$ cat config.mk
export PLATFORM = sky130hd
export DESIGN_NAME = sdbrrip_ctrl
export DESIGN_NICKNAME = d
export VERILOG_FILES = /design/src/sdbrrip_pkg.sv /design/src/sdbrrip_ctrl.sv
export SDC_FILE = /design/constraint.sdc
export NUM_CORES = 1
export LEC_CHECK = 0
export ABC_CLOCK_PERIOD_IN_PS = 2300
export BUFFER_PORTS_ARGS = -buffer_cell sky130_fd_sc_hd__buf_2
export CELL_PAD_IN_SITES_DETAIL_PLACEMENT = 1
export CELL_PAD_IN_SITES_GLOBAL_PLACEMENT = 1
export CORE_AREA = 5 5 42 44
export DETAILED_ROUTE_END_ITERATION = 8
export DIE_AREA = 0 0 47 49
export PLACE_DENSITY = 0.66
export SETUP_SLACK_MARGIN = 0.3
export SLEW_MARGIN = 40
export SYNTH_ARGS = -nofsm -noshare
export SYNTH_HDL_FRONTEND = slang
export SYNTH_SLANG_ARGS = --single-unit
$ cat constraint.sdc
create_clock -name clk_i -period 2.3 [get_ports clk_i]
set_clock_uncertainty 0.05 [all_clocks]
set_input_delay 0.69 -clock clk_i [delete_from_list [all_inputs] [get_ports clk_i]]
set_output_delay 0.69 -clock clk_i [all_outputs]
set_load 0.005 [all_outputs]
$ cat src/sdbrrip_pkg.sv
`timescale 1ns / 1ps
// ----------------------------------------------------------------------------
// sdbrrip_pkg
// Shared types and constants for the dead-block stream rrip replacement policy.
// ----------------------------------------------------------------------------
package sdbrrip_pkg;

  localparam int NUM_SETS_DEF    = 2048;
  localparam int NUM_WAYS_DEF    = 16;
  localparam int SIG_BITS_DEF    = 6;
  localparam int LEADER_SETS_DEF = 32;

  localparam int SET_W    = 11;
  localparam int WAY_W    = 4;
  localparam int MASK_W   = 16;
  localparam int ADDR_W   = 64;
  localparam int SCNT_W   = 3;
  localparam int RCNT_W   = 2;
  localparam int HB_W     = 20;
  localparam int CFG_IDX_W = 2;

  localparam logic [SCNT_W-1:0] SCNT_MAX = 3'd7;
  localparam logic [RCNT_W-1:0] RCNT_MAX = 2'd3;
  localparam logic [1:0]        RRPV_FAR  = 2'd3;
  localparam logic [1:0]        RRPV_NEAR = 2'd1;
  localparam logic [1:0]        RRPV_HIT  = 2'd0;

  localparam logic [SCNT_W-1:0] STREAM_THR_RST = 3'd4;
  localparam logic [RCNT_W-1:0] REUSE_THR_RST  = 2'd2;
  localparam logic [HB_W-1:0]   PERIOD_RST     = 20'd100000;

  typedef enum logic [CFG_IDX_W-1:0] {
    CFG_STREAM_THR = 2'd0,
    CFG_REUSE_THR  = 2'd1,
    CFG_PERIOD     = 2'd2
  } cfg_idx_e;

  typedef enum logic [1:0] {
    CMD_VICTIM = 2'd0,
    CMD_UPDATE = 2'd1,
    CMD_TICK   = 2'd2
  } cmd_e;

  typedef enum logic [2:0] {
    ST_INIT,
    ST_IDLE,
    ST_EXEC,
    ST_DEC,
    ST_RESULT,
    ST_DEAD
  } state_e;

  typedef struct packed {
    logic accept;
    logic exec;
    logic dec;
    logic sweep;
    logic sweep_all;
    logic out_load;
  } ctrl_t;

  typedef struct packed {
    logic [1:0] in_cmd;
    logic       way_ok;
    logic       tick_clear;
    logic       req_query;
    logic       req_miss;
    logic       sweep_last;
    logic       out_free;
  } stat_t;

endpackage

$ cat src/sdbrrip_ctrl.sv
`timescale 1ns / 1ps
// ----------------------------------------------------------------------------
// sdbrrip_ctrl
// Sequencer for request execution, result hand-off and memory sweeps.
// ----------------------------------------------------------------------------
module sdbrrip_ctrl (
  input  logic                 clk_i,
  input  logic                 rst_ni,
  input  logic                 s_axis_tvalid,
  output logic                 s_axis_tready,
  input  sdbrrip_pkg::stat_t   stat_i,
  output sdbrrip_pkg::ctrl_t   ctrl_o
);

  sdbrrip_pkg::state_e state_q, state_d;

  always_ff @(posedge clk_i or negedge rst_ni) begin
    if (!rst_ni) begin
      state_q <= sdbrrip_pkg::ST_INIT;
    end else begin
      state_q <= state_d;
    end
  end

  always_comb begin
    state_d       = state_q;
    s_axis_tready = 1'b0;
    ctrl_o        = '0;
    case (state_q)
      sdbrrip_pkg::ST_INIT: begin
        ctrl_o.sweep     = 1'b1;
        ctrl_o.sweep_all = 1'b1;
        if (stat_i.sweep_last) state_d = sdbrrip_pkg::ST_IDLE;
      end
      sdbrrip_pkg::ST_IDLE: begin
        s_axis_tready = 1'b1;
        ctrl_o.accept = s_axis_tvalid;
        if (s_axis_tvalid) begin
          case (stat_i.in_cmd)
            sdbrrip_pkg::CMD_VICTIM: state_d = sdbrrip_pkg::ST_EXEC;
            sdbrrip_pkg::CMD_UPDATE: begin
              if (stat_i.way_ok) state_d = sdbrrip_pkg::ST_EXEC;
            end
            sdbrrip_pkg::CMD_TICK: begin
              if (stat_i.tick_clear) state_d = sdbrrip_pkg::ST_DEAD;
            end
            default: state_d = sdbrrip_pkg::ST_IDLE;
          endcase
        end
      end
      sdbrrip_pkg::ST_EXEC: begin
        ctrl_o.exec = 1'b1;
        if (stat_i.req_query) state_d = sdbrrip_pkg::ST_RESULT;
        else if (stat_i.req_miss) state_d = sdbrrip_pkg::ST_DEC;
        else state_d = sdbrrip_pkg::ST_IDLE;
      end
      sdbrrip_pkg::ST_DEC: begin
        ctrl_o.dec = 1'b1;
        state_d    = sdbrrip_pkg::ST_IDLE;
      end
      sdbrrip_pkg::ST_RESULT: begin
        if (stat_i.out_free) begin
          ctrl_o.out_load = 1'b1;
          state_d         = sdbrrip_pkg::ST_IDLE;
        end
      end
      sdbrrip_pkg::ST_DEAD: begin
        ctrl_o.sweep = 1'b1;
        if (stat_i.sweep_last) state_d = sdbrrip_pkg::ST_IDLE;
      end
      default: state_d = sdbrrip_pkg::ST_INIT;
    endcase
  end

endmodule

==> flow_summary.rst <==
.. list-table::
   :header-rows: 1

   * - Metric
     - Value
   * - Max-slew violations
     - 0
   * - Part of the Yosys area used for sequential elements
     - 24.6%
   * - Register bank with the most flops
     - state_q
   * - First-pass GRT wire length
     - 1680 um
   * - Area of the multi-input gates
     - 213 sq um
   * - Async S/R FF share, synth
     - 100%
   * - Largest regs
     - state_q (3)
   * - Largest area contributor in the synthesized netlist
     - dfrtp_1
   * - Number of buffers created by CTS
     - 3
   * - Remaining routing DRC violations
     - 0
   * - Endpoint type of the worst setup path
     - output pin
   * - Transition time of the tightest slew-check pin
     - 0.443 ns
   * - Fraction of power consumed by combinational cells
     - 62.0%
   * - Path category of the worst min-delay check
     - in2async
   * - # fillers
     - 185
   * - Post-Synthesis Cells
     - 38
   * - Synthesized flop and latch total
     - 3
   * - Post-layout instance area
     - 450 sq um
   * - DRT antenna net count
     - 0
   * - Crit path required time
     - 1.56 ns
   * - Cts-stage hold buffer count
     - 0
   * - Maximum count of clock buffers along a single path
     - 2
   * - Clock latency at the later pin of the worst-skew pair
     - 0.23 ns
   * - Chip Width
     - roughly 47 um
   * - Status
     - finished clean
   * - Weighted congestion reported at the end of routability-driven placement
     - 0.722
   * - GRT Total Usage
     - 10.1%
   * - Die Outline Area
     - 2300 sq um
   * - Via density
     - ~4.8
   * - Cell at the root of the clock tree
     - clkbuf_4
   * - Net switching power of the design
     - 0.232 mW
   * - Pin count of the biggest net entering global routing
     - 15
   * - Clk sink count
     - 3
   * - Number of inserted diodes
     - 0
   * - Initial cell density of the core
     - between 20% and 30%
   * - Sw frac
     - 41.2%
   * - Antenna violations before repair
     - 0
   * - Post-detailed-placement cell area
     - 408 sq um
   * - Proportion of power drawn by the clock network
     - between 15 and 20%
   * - Reg2reg setup slack
     - 0.79 ns
   * - Ys flop type
     - dfrtp_1
   * - End of the worst register-to-register path
     - state_q[2]
   * - Total length of routed wires
     - 946 um
   * - Share of the synthesized area in the top cell type
     - 24.6%
   * - Detailed-placement wirelength estimate
     - about 740 um
   * - Post CTS Setup Buffer Count
     - 0
   * - Classification of the worst setup path
     - reg2out
   * - Site Rows
     - 14
   * - Synthesis-to-layout area growth
     - 47.5%
   * - Count of cells along the worst register-to-register path
     - 4
   * - Count of flip-flops with a built-in enable after synthesis
     - 0
   * - Top-level I/O count
     - 18
   * - WP data arrival
     - 1.19 ns
   * - Final core utilization
     - 32.1%
   * - Top achievable clock speed
     - about 520 MHz
   * - Number of flip-flops under the largest register name
     - 3
   * - Internal power component
     - 0.330 mW
   * - Avg WL per Cell
     - about 13 um
   * - Avg Inst Size Synth
     - between 8 and 9 sq um
   * - Clk pin slew, worst setup/hold paths
     - 0.04 ns
   * - Relative max-transition margin
     - 70.1%
   * - Height of the die
     - 49 um
   * - Vias after detailed routing
     - 354
   * - Final setup TNS
     - 0 ns
   * - Leading cell types in the layout, fill and taps excluded
     - buf_2, nor3_1, nor2_1, inv_1, clkbuf_4
   * - Post-Syn Area
     - ~310 sq um
   * - Critical path fanouts, max
     - 11
   * - DR iter-0 viols
     - 1
   * - CTS tree
     - built
   * - Core region area
     - 1400 sq um
   * - LEAKAGE
     - 0.234 nW
   * - First-pass DRT Iterations
     - 4
   * - MaxCap Viol Count
     - 0
   * - Area occupied by registers
     - 76.3 sq um
   * - Final count of hold timing violations
     - 0
   * - Final setup violating endpoints
     - 0
   * - Grt ovf
     - 0
   * - Post-route clock period utilization
     - 83.7%
   * - Number of distinct library cells after synthesis
     - 25
   * - Ranking of synthesized cells by area
     - dfrtp_1, nor3_1, nand2b_1
   * - CP Launch Type
     - register
   * - Maximum resistive drop on vdd
     - between 0.5 and 0.6 mV
   * - Ratio of cells with drive above 1 in the final layout
     - between 40% and 50%
   * - Power density cells
     - about 1200 nW/um^2
   * - Number of H-tree branching levels
     - 1
   * - Synth warn
     - 0
   * - R2R Path Start
     - state_q[1]
   * - # nets final
     - 70
   * - RSZ-0062 raised after global routing
     - false
   * - Number of port buffers
     - 17
   * - Synthesized Nets
     - 49
   * - Via count of the first global-routing pass
     - 405
   * - Final critical path time including I/O delays and setup
     - 1.93 ns
   * - Part of the power in registers
     - a little over a fifth
   * - Most common cell after layout, fill and taps aside
     - buf_2
## worst max-delay path by stage
stage,to,slack [ns],start,cells past startpoint
CTS,ctrl_o[5],0.35,state_q[0],4
finish,ctrl_o[5],0.37,state_q[2],3
global placement,ctrl_o[0],0.42,stat_i[0],4
global route,ctrl_o[5],0.30,state_q[2],3
detailed placement,ctrl_o[0],0.44,stat_i[0],4
floorplan,ctrl_o[0],0.67,stat_i[0],2
## timing repair
| item | 4_1_cts | 5_1_grt |
|---|---|---|
| endpoints found under the setup margin | 1 | 1 |
| endpoints found under the hold margin | 0 | 0 |
| cloned | 0 | 0 |
| gates resized for setup | 2 | 2 |
## area by class of cell
class / count / area share [%]
inverter: 3 / 2.50
sequential: 3 / 16.9
tap: 16 / 4.44
clock buffer: 4 / 5.83
multi-input combinational: 29 / 47.2
timing repair buffer: 19 / 23.1
## per-stage QoR
stage	worst slack (ns)	hold slack, ns	instances	power [mW]
CTS	0.345	0.190	74	0.549
finish	0.374	0.194	74	0.562
global route	0.305	0.184	74	0.621
global placement	0.421	0.436	70	0.439
detailed placement	0.445	0.438	70	0.446
floorplan	0.669	0.344	38	0.334
## power by group through the flow
stage	Clock [mW]	Sequential, mW	Combinational (mW)
after global placement	0	0.110	0.328
after detailed placement	0	0.112	0.334
final	0.0913	0.122	0.349
after global routing	0.105	0.126	0.389
after CTS	0.0941	0.116	0.339
after floorplan	0	0.0937	0.240
## critical path, cell delays in order (launching register included)
cell and delay (ns):
dfrtp_2 0.49, nor3b_4 0.23, and2_1 0.14, buf_2 0.10
## logic make-up (layout without fill, tap and decap cells)
family	count (synthesis)	count (layout)	synth area share (%)
buf+inv	6	26	9.43
flops	3	3	24.6
xor+xnor	1	1	2.87
simple gates	18	18	34.4
mux	1	1	3.28
compound gates	9	9	25.4
## per-layer routing
layer	track usage (%)	share of wire [%]
met3	4.06	5.3
met1	11.5	44
met5	0	0
met4	5.53	0.95
met2	15.4	50
## cells in the mapped netlist, drive strengths merged (2+ instances only)
cell	n
inv	3
buf	3
nor2	3
nand2b	2
dfrtp	3
nand2	2
nor3	5
Note: power is estimated with default switching activity, not from simulation.
